$ cat src/design/url_query_param_splitter_assert.svh
// Assertion macros for the query parameter splitter.
// Used by the top level only; no other dependencies.
`ifndef URL_QUERY_PARAM_SPLITTER_ASSERT_SVH
`define URL_QUERY_PARAM_SPLITTER_ASSERT_SVH
`ifndef SYNTHESIS
// a must be followed in the same cycle by b
`define UPQS_ASSERT_IMPLIES(lbl, a, b) \
  lbl: assert property (@(posedge clk_i) disable iff (!rst_ni) (a) |-> (b)) \
    else $error("implication check failed");
// a must never hold
`define UPQS_ASSERT_NEVER(lbl, a) \
  lbl: assert property (@(posedge clk_i) disable iff (!rst_ni) !(a)) \
    else $error("forbidden condition seen");
`else
`define UPQS_ASSERT_IMPLIES(lbl, a, b)
`define UPQS_ASSERT_NEVER(lbl, a)
`endif
`endif

$ cat src/design/upqs_pkg.sv
// Shared types and constants of the query parameter splitter.
// No dependencies; imported by every module of the block.
package upqs_pkg;

  localparam int unsigned IDX_W  = 5;
  localparam int unsigned OFS_W  = 11;
  localparam int unsigned KLEN_W = 10;
  localparam int unsigned VLEN_W = 11;
  localparam int unsigned CNT_W  = 5;

  localparam int unsigned QDEPTH = 4;
  localparam int unsigned QPTR_W = $clog2(QDEPTH);
  localparam int unsigned QCNT_W = $clog2(QDEPTH + 1);

  localparam logic [7:0] CH_QUESTION = 8'h3F;
  localparam logic [7:0] CH_EQUAL    = 8'h3D;
  localparam logic [7:0] CH_AMP      = 8'h26;

  localparam logic KIND_PARAM   = 1'b0;
  localparam logic KIND_SUMMARY = 1'b1;

  typedef enum logic [3:0] {
    PH_SEEK  = 4'b0001,
    PH_KEY   = 4'b0010,
    PH_VALUE = 4'b0100,
    PH_STOP  = 4'b1000
  } phase_e;

  // One queue entry: everything one byte produces (record and/or summary)
  typedef struct packed {
    logic              has_rec;
    logic              has_sum;
    logic [IDX_W-1:0]  param_index;
    logic [OFS_W-1:0]  key_start;
    logic [KLEN_W-1:0] key_length;
    logic [OFS_W-1:0]  value_start;
    logic [VLEN_W-1:0] value_length;
    logic [CNT_W-1:0]  param_count;
    logic              too_long;
  } entry_t;

  typedef struct packed {
    logic full;
    logic empty;
  } fifo_stat_t;

endpackage

$ cat src/design/upqs_front.sv
// Front end: accepts path bytes, tracks the parse state and builds queue entries.
// Depends on upqs_pkg.
module upqs_front import upqs_pkg::*; #(
  parameter int unsigned MAX_PARAMS     = 20,
  parameter int unsigned MAX_PATH_BYTES = 1024
) (
  input  logic       clk_i,
  input  logic       rst_ni,
  input  logic       valid_i,
  output logic       ready_o,
  input  logic [7:0] char_byte_i,
  input  logic       is_final_i,
  input  logic       full_i,
  output logic       push_o,
  output entry_t     entry_o
);

  localparam int unsigned PW = $clog2(MAX_PATH_BYTES + 1);
  localparam int unsigned SW = $clog2(MAX_PARAMS + 1);
  localparam logic [PW-1:0] PosLimit = PW'(MAX_PATH_BYTES);
  localparam logic [PW-1:0] LastPos  = PW'(MAX_PATH_BYTES - 1);
  localparam logic [SW-1:0] SlotLast = SW'(MAX_PARAMS - 1);

  function automatic logic [PW-1:0] sat_sub(input logic [PW-1:0] a, input logic [PW-1:0] b);
    return (a > b) ? (a - b) : '0;
  endfunction

  phase_e        phase_q, phase_d;
  logic [PW-1:0] pos_q, pos_d;
  logic [PW-1:0] fs_q, fs_d;
  logic [PW-1:0] pks_q, pks_d;
  logic [PW-1:0] pkl_q, pkl_d;
  logic [SW-1:0] slot_q, slot_d;
  logic          ovf_q;

  logic          accept;
  logic          hit;
  logic          ovf_now;
  logic [PW-1:0] idx, idx1;
  logic          rec;
  logic [PW-1:0] vlen;

  logic [PW+OFS_W-1:0]  ks_ext, vs_ext;
  logic [PW+KLEN_W-1:0] kl_ext;
  logic [PW+VLEN_W-1:0] vl_ext;
  logic [SW+IDX_W-1:0]  idx_ext;
  logic [SW+CNT_W-1:0]  cnt_ext;

  assign ready_o = !full_i;
  assign accept  = valid_i && ready_o;

  always_comb begin
    hit     = (pos_q >= PosLimit);
    idx     = hit ? LastPos : pos_q;
    idx1    = idx + PW'(1);
    pos_d   = hit ? pos_q : pos_q + PW'(1);
    ovf_now = ovf_q | hit;

    phase_d = phase_q;
    fs_d    = fs_q;
    pks_d   = pks_q;
    pkl_d   = pkl_q;
    slot_d  = slot_q;
    rec     = 1'b0;
    vlen    = '0;

    unique case (phase_q)
      PH_SEEK: begin
        if (char_byte_i == CH_QUESTION) begin
          fs_d    = idx1;
          pks_d   = idx1;
          phase_d = PH_KEY;
        end
      end
      PH_KEY: begin
        if (char_byte_i == CH_EQUAL) begin
          pkl_d   = sat_sub(idx, fs_q);
          fs_d    = idx1;
          phase_d = PH_VALUE;
        end
      end
      PH_VALUE: begin
        if (char_byte_i == CH_AMP) begin
          // table full: drop the closing slot and stop parsing
          if (slot_q >= SlotLast) begin
            phase_d = PH_STOP;
          end else begin
            rec     = 1'b1;
            vlen    = sat_sub(idx, fs_q);
            slot_d  = slot_q + SW'(1);
            fs_d    = idx1;
            pks_d   = idx1;
            phase_d = PH_KEY;
          end
        end else if (is_final_i) begin
          rec    = 1'b1;
          vlen   = sat_sub(idx1, fs_q);
          slot_d = slot_q + SW'(1);
        end
      end
      PH_STOP: begin
      end
      default: begin
      end
    endcase
  end

  always_comb begin
    idx_ext = {{IDX_W{1'b0}}, slot_q};
    cnt_ext = {{CNT_W{1'b0}}, slot_d};
    ks_ext  = {{OFS_W{1'b0}}, pks_q};
    vs_ext  = {{OFS_W{1'b0}}, fs_q};
    kl_ext  = {{KLEN_W{1'b0}}, pkl_q};
    vl_ext  = {{VLEN_W{1'b0}}, vlen};

    entry_o.has_rec      = rec;
    entry_o.has_sum      = is_final_i;
    entry_o.param_index  = idx_ext[IDX_W-1:0];
    entry_o.key_start    = ks_ext[OFS_W-1:0];
    entry_o.key_length   = kl_ext[KLEN_W-1:0];
    entry_o.value_start  = vs_ext[OFS_W-1:0];
    entry_o.value_length = vl_ext[VLEN_W-1:0];
    entry_o.param_count  = cnt_ext[CNT_W-1:0];
    entry_o.too_long     = ovf_now;
  end

  assign push_o = accept && (rec || is_final_i);

  always_ff @(posedge clk_i or negedge rst_ni) begin
    if (!rst_ni) begin
      phase_q <= PH_SEEK;
      pos_q   <= '0;
      fs_q    <= '0;
      pks_q   <= '0;
      pkl_q   <= '0;
      slot_q  <= '0;
      ovf_q   <= 1'b0;
    end else if (accept) begin
      // last byte returns the parser to its idle state for the next path
      if (is_final_i) begin
        phase_q <= PH_SEEK;
        pos_q   <= '0;
        fs_q    <= '0;
        pks_q   <= '0;
        pkl_q   <= '0;
        slot_q  <= '0;
        ovf_q   <= 1'b0;
      end else begin
        phase_q <= phase_d;
        pos_q   <= pos_d;
        fs_q    <= fs_d;
        pks_q   <= pks_d;
        pkl_q   <= pkl_d;
        slot_q  <= slot_d;
        ovf_q   <= ovf_now;
      end
    end
  end

endmodule

$ cat src/design/upqs_fifo.sv
// Short entry queue between the parser front end and the output back end.
// Depends on upqs_pkg.
module upqs_fifo import upqs_pkg::*; (
  input  logic       clk_i,
  input  logic       rst_ni,
  input  logic       push_i,
  input  entry_t     push_data_i,
  input  logic       pop_i,
  output entry_t     pop_data_o,
  output fifo_stat_t stat_o
);

  entry_t              mem_q [QDEPTH];
  logic [QPTR_W-1:0]   wr_ptr_q, rd_ptr_q;
  logic [QCNT_W-1:0]   cnt_q;
  logic                do_push, do_pop;

  assign stat_o.full  = (cnt_q == QCNT_W'(QDEPTH));
  assign stat_o.empty = (cnt_q == '0);
  assign do_push      = push_i && !stat_o.full;
  assign do_pop       = pop_i && !stat_o.empty;
  assign pop_data_o   = mem_q[rd_ptr_q];

  always_ff @(posedge clk_i) begin
    if (do_push) begin
      mem_q[wr_ptr_q] <= push_data_i;
    end
  end

  always_ff @(posedge clk_i or negedge rst_ni) begin
    if (!rst_ni) begin
      wr_ptr_q <= '0;
      rd_ptr_q <= '0;
      cnt_q    <= '0;
    end else begin
      if (do_push) begin
        wr_ptr_q <= wr_ptr_q + QPTR_W'(1);
      end
      if (do_pop) begin
        rd_ptr_q <= rd_ptr_q + QPTR_W'(1);
      end
      if (do_push && !do_pop) begin
        cnt_q <= cnt_q + QCNT_W'(1);
      end else if (do_pop && !do_push) begin
        cnt_q <= cnt_q - QCNT_W'(1);
      end
    end
  end

endmodule

$ cat src/design/upqs_back.sv
// Back end: takes queue entries and sends the record and summary words out.
// Depends on upqs_pkg.
module upqs_back import upqs_pkg::*; (
  input  logic        clk_i,
  input  logic        rst_ni,
  input  logic        valid_i,
  input  entry_t      entry_i,
  output logic        pop_o,
  output logic        m_axis_tvalid,
  input  logic        m_axis_tready,
  output logic [55:0] m_axis_tdata,
  output logic        m_axis_tuser,
  output logic        m_axis_tlast
);

  entry_t cur_q;
  logic   rec_q, sum_q;
  logic   hs, load;

  assign hs   = m_axis_tvalid && m_axis_tready;
  // refill when nothing is held or the last pending word leaves now
  assign load = !(rec_q || sum_q) || (hs && (rec_q ^ sum_q));
  assign pop_o = load && valid_i;

  always_ff @(posedge clk_i) begin
    if (pop_o) begin
      cur_q <= entry_i;
    end
  end

  always_ff @(posedge clk_i or negedge rst_ni) begin
    if (!rst_ni) begin
      rec_q <= 1'b0;
      sum_q <= 1'b0;
    end else if (load) begin
      rec_q <= valid_i && entry_i.has_rec;
      sum_q <= valid_i && entry_i.has_sum;
    end else if (hs) begin
      rec_q <= 1'b0;
    end
  end

  assign m_axis_tvalid = rec_q || sum_q;
  assign m_axis_tuser  = rec_q ? KIND_PARAM : KIND_SUMMARY;
  assign m_axis_tlast  = rec_q ? !sum_q : 1'b1;

  always_comb begin
    if (rec_q) begin
      m_axis_tdata = {2'b00, cur_q.too_long, {CNT_W{1'b0}}, cur_q.value_length,
                      cur_q.value_start, cur_q.key_length, cur_q.key_start,
                      cur_q.param_index};
    end else begin
      m_axis_tdata = {2'b00, cur_q.too_long, cur_q.param_count, {VLEN_W{1'b0}},
                      {OFS_W{1'b0}}, {KLEN_W{1'b0}}, {OFS_W{1'b0}}, {IDX_W{1'b0}}};
    end
  end

endmodule

$ cat src/design/url_query_param_splitter.sv
// Query parameter splitter: one path byte per cycle in, parameter records and
// an end-of-path summary out. A result word is written into the queue when its
// byte is taken and then loaded into the output register; bytes are taken
// every cycle while the 4-entry queue has room. A last byte closing a value
// gives two words. Reset (asynchronous, active low) clears the parser state,
// the queue and the output valid; the block is ready as soon as reset is released.
module url_query_param_splitter import upqs_pkg::*; #(
  parameter int unsigned MAX_PARAMS     = 20,
  parameter int unsigned MAX_PATH_BYTES = 1024
) (
  input  logic        clk_i,
  input  logic        rst_ni,
  input  logic        s_axis_tvalid,
  output logic        s_axis_tready,
  input  logic [7:0]  s_axis_tdata,  // [7:0] char_byte
  input  logic        s_axis_tlast,  // is_final
  output logic        m_axis_tvalid,
  input  logic        m_axis_tready,
  // [4:0] param_index, [15:5] key_start, [25:16] key_length, [36:26] value_start,
  // [47:37] value_length, [52:48] param_count, [53] too_long, [55:54] zero
  output logic [55:0] m_axis_tdata,
  output logic        m_axis_tuser,  // [0] kind
  output logic        m_axis_tlast   // end_of_run
);

`include "url_query_param_splitter_assert.svh"

  entry_t     push_entry, pop_entry;
  logic       push, pop;
  fifo_stat_t qstat;

  upqs_front #(
    .MAX_PARAMS     (MAX_PARAMS),
    .MAX_PATH_BYTES (MAX_PATH_BYTES)
  ) u_front (
    .clk_i       (clk_i),
    .rst_ni      (rst_ni),
    .valid_i     (s_axis_tvalid),
    .ready_o     (s_axis_tready),
    .char_byte_i (s_axis_tdata),
    .is_final_i  (s_axis_tlast),
    .full_i      (qstat.full),
    .push_o      (push),
    .entry_o     (push_entry)
  );

  upqs_fifo u_fifo (
    .clk_i       (clk_i),
    .rst_ni      (rst_ni),
    .push_i      (push),
    .push_data_i (push_entry),
    .pop_i       (pop),
    .pop_data_o  (pop_entry),
    .stat_o      (qstat)
  );

  upqs_back u_back (
    .clk_i         (clk_i),
    .rst_ni        (rst_ni),
    .valid_i       (!qstat.empty),
    .entry_i       (pop_entry),
    .pop_o         (pop),
    .m_axis_tvalid (m_axis_tvalid),
    .m_axis_tready (m_axis_tready),
    .m_axis_tdata  (m_axis_tdata),
    .m_axis_tuser  (m_axis_tuser),
    .m_axis_tlast  (m_axis_tlast)
  );

  `UPQS_ASSERT_NEVER(a_no_push_when_full, push && qstat.full)
  `UPQS_ASSERT_NEVER(a_full_and_empty, qstat.full && qstat.empty)
  `UPQS_ASSERT_IMPLIES(a_summary_ends_run, m_axis_tvalid && (m_axis_tuser == KIND_SUMMARY), m_axis_tlast)
  `UPQS_ASSERT_IMPLIES(a_pop_needs_entry, pop, !qstat.empty)

endmodule

$ cat config.mk
export PLATFORM = sky130hd
export DESIGN_NAME = url_query_param_splitter
export DESIGN_NICKNAME = d
export VERILOG_FILES = /design/src/design/upqs_pkg.sv /design/src/design/upqs_front.sv /design/src/design/upqs_fifo.sv /design/src/design/upqs_back.sv /design/src/design/url_query_param_splitter.sv
export VERILOG_INCLUDE_DIRS = /design/src /design/src/design
export SDC_FILE = /design/constraint.sdc
export NUM_CORES = 1
export LEC_CHECK = 0
export BUFFER_PORTS_ARGS = -buffer_cell sky130_fd_sc_hd__buf_2
export CORE_MARGIN = 1.5
export CORE_UTILIZATION = 50
export DETAILED_ROUTE_END_ITERATION = 8
export GPL_TIMING_DRIVEN = 1
export PLACE_DENSITY = 0.76
export SYNTH_ARGS = -nofsm -noshare
export SYNTH_HDL_FRONTEND = slang
export SYNTH_SLANG_ARGS = --single-unit
$ cat constraint.sdc
create_clock -name clk_i -period 9.3 [get_ports clk_i]
set_input_delay 1.86 -clock clk_i [delete_from_list [all_inputs] [get_ports clk_i]]
set_output_delay 1.86 -clock clk_i [all_outputs]
set_load 0.01 [all_outputs]
==> out/metrics.yaml <==
status: "finished clean"
setup_viol: 0
vias: 8060
met2_usage_pct: 32.49
post_cts_buffers: 0
hold_viol_final: 0
fin_crit_ns: 4.708
final_nets: 1062
maxSlewHeadroom_pct: 30.33
arrival_ns: 4.89
fin_area_sq_mm: 0.01652
start_util_pct: 51.11
htree_levels: 1
gp_congestion: 0.8947
fin_ws_ns: 4.592
cts_max_path_buffers: 3
synth_seq_cells: 340
first_pass_iters: 5
cts-root-buf: "clkbuf_16"
std_cell_rows: 62
timing_worst_slew_pin_value_ns: 1.032
critPathLaunchType: "primary input"
core_sq_mm: 0.02886
diodes: 0
cap_violations: 0
p_total_mw: 5.078
rsz0062_at_grt: "false"
grt-ovfl-total: 0
port_buffers: 70
synth_cell_types: 73
wire_per_inst_um: 21.03
clock_skew_ns: 0.01342
syn_avg_cell_area_sq_um: 15.66
r2r_cells: 12
holdPathEnd: "u_fifo.cnt_q[2]"
vdd_ir_drop_max_mv: 0.1619
drcViolationCount: 0
global_route.usage.total_pct: 19.92
hold_class: "reg2reg"
dp.cells: 1364
end_kind: "flip-flop"
reg2reg_slack_ns: 5.11
antenna_found_initial: 0
fin_tns_setup_ns: 0
met3_usage_pct: 2.633
numCtsBuffers: 31
cts_resized: 0
grt_pass1_wl_um: 46700
tritoncts: "built"
synthArstFlopShare_pct: 18.24
top_level_ports: 73
cts.sinks: 340
top_usage_layer: "met2"
clk_pin_slew_ns: 0.06
post-place-ws_ns: 4.035
leakage_nw: 6.190
r2r-end: "u_fifo.mem_q[1][10]"
clk_latency_ns: 0.55
critical_path_class: "in2reg"
area_delta_synth_final_pct: 11.97
worstHoldStart: "u_fifo.cnt_q[2]"
ys_warn_count: 0
stdcell_count: 1421
routed_via_density: 5.672
fill_cells: 2224
synth_edf_count: 278
drive_gt1_share_pct: 23.05
final_antenna_net_count: 0
die_y_um: 174.8
seq_area_frac_synth_pct: 67.12
slew_violations: 0
grt_pass1_vias: 8003
ctsHoldBuffers: 0
synth_top_flop_cell: "edfxtp_1"
routed_wirelength_um: 29880
min_period_over_period_pct: 50.62
r2r-start: "u_front.pos_q[10]"
powerDensity_mw_per_mm2: 307.4
fmax_mhz: 212.4
dieArea_sq_mm: 0.03054
hpwlAfterDp_um: 19530
cp_data_required_time_ns: 9.48
hold_depth: 1
path_max_fanout: 41
syn_inst: 942
fp.dieW_um: 174.8
grt_start_max_net_pins: 63
netlist_area_sq_mm: 0.01475
grtUsageMet1_pct: 28.58
drt_iter0_markers: 776
dpl_cell_area_sq_mm: 0.01546
[worst max-delay path by stage]
stage,from,end,depth (start not counted)
floorplan,m_axis_tready,u_fifo.cnt_q[1],7
global placement,s_axis_tlast,u_fifo.mem_q[0][31],7
detailed placement,s_axis_tlast,u_fifo.mem_q[0][0],7
CTS,s_axis_tlast,u_fifo.mem_q[0][47],7
global route,s_axis_tlast,u_fifo.mem_q[2][47],7
finish,s_axis_tlast,u_fifo.mem_q[0][53],7
[per-layer routing]
layer / share of wire (%) / wire (um)
met1: 44 / 13050
met2: 49 / 14630
met3: 5.2 / 1558
met4: 2.2 / 644
met5: 0 / 0
[flip-flops by register name, indices dropped and copies added, names as in the netlist]
signal	flops
u_fifo.mem_q	224
u_back.cur_q	54
u_front.fs_q	11
u_front.pks_q	11
u_front.pos_q	11
u_front.pkl_q	10
u_front.slot_q	5
u_front.phase_q	4
u_fifo.cnt_q	3
u_fifo.rd_ptr_q	2
u_fifo.wr_ptr_q	2
u_back.rec_q	1
u_back.sum_q	1
u_front.ovf_q	1
[stage by stage]
stage,util (%),hold slack (ns)
floorplan,-,0.4570
global placement,53.56,0.4838
detailed placement,53.56,0.4908
CTS,57.23,0.5141
global route,57.23,0.5379
finish,57.23,0.5085
[report_power, final]
group	total, mW	internal [mW]	switching [mW]
Clock	1.30	0.758	0.541
Sequential	2.19	2.05	0.146
Combinational	1.58	0.687	0.897
[worst max-delay path, stage by stage]
cell	delay, ns
buf_2	0.61
a21oi_1	0.20
a211oi_4	0.59
nor2_2	0.10
nor2_4	0.24
and2_2	0.69
buf_4	0.57
[cell usage in the layout (no fill, tap or decap), drive strengths merged, types with 6 or more instances in the layout]
cell | Yosys | layout
clkbuf | 23 | 40
xor2 | 9 | 9
clkinv | 0 | 12
nor3 | 19 | 19
o21ai | 38 | 38
a211oi | 6 | 6
nor2 | 44 | 44
a21oi | 26 | 26
ha | 33 | 33
and2 | 61 | 61
dfrtp | 61 | 61
nand2 | 47 | 47
mux4 | 56 | 56
mux2 | 26 | 26
xnor2 | 21 | 21
nand3 | 21 | 21
inv | 38 | 39
o22ai | 8 | 8
or2 | 8 | 8
a31oi | 8 | 8
edfxtp | 278 | 278
buf | 20 | 79
o21a | 6 | 6
nor2b | 12 | 12
[cells by family after synthesis]
logic type                 after synthesis  synth area share (%)
xor gates and xnor gates                30                 1.781
and+or+nand+nor                        244                 8.813
DFF                                    340                 67.12
muxes                                   85                 10.99
AOI/OAI and AO/OA                      125                 5.616
other                                    1               0.02542
buffers and inverters                   81                 2.443
adders and majority gates               36                 3.206
[cell type report]
type	count	area, sq um	area share (%)
clock buffers	40	890.9	5.394
clock inverters	17	168.9	1.023
inverters	38	142.6	0.8636
multi-input cells	523	4509	27.30
flip-flops and latches	340	9906	59.98
well taps	384	480.5	2.909
repair buffers	79	417.9	2.530
[Yosys cell counts (all sizes together) (3+ instances only)]
cell	number	area (sq um)
mux4	56	1261
fa	3	60.06
nand3b	5	37.54
a21o	4	30.03
o31a	3	27.53
nand3	21	105.1
ha	33	412.9
buf	20	131.4
xnor2	21	183.9
dfrtp	61	1526
a21oi	26	130.1
nor2b	12	75.07
or2	8	50.05
mux2i	3	30.03
o21ai	38	197.7
and3	5	31.28
o21a	6	45.04
and2	61	384.1
nor2	44	175.2
o31ai	3	22.52
a211oi	6	57.56
nand4	5	31.28
edfxtp	278	8348
xor2	9	78.83
nand2	47	176.4
nand2b	5	33.78
a31oi	8	50.05
inv	38	142.6
nor3	19	95.09
clkbuf	23	86.33
o22ai	8	50.05
o41ai	4	42.55
mux2	26	330.3
(Power assumes the default switching activity.)
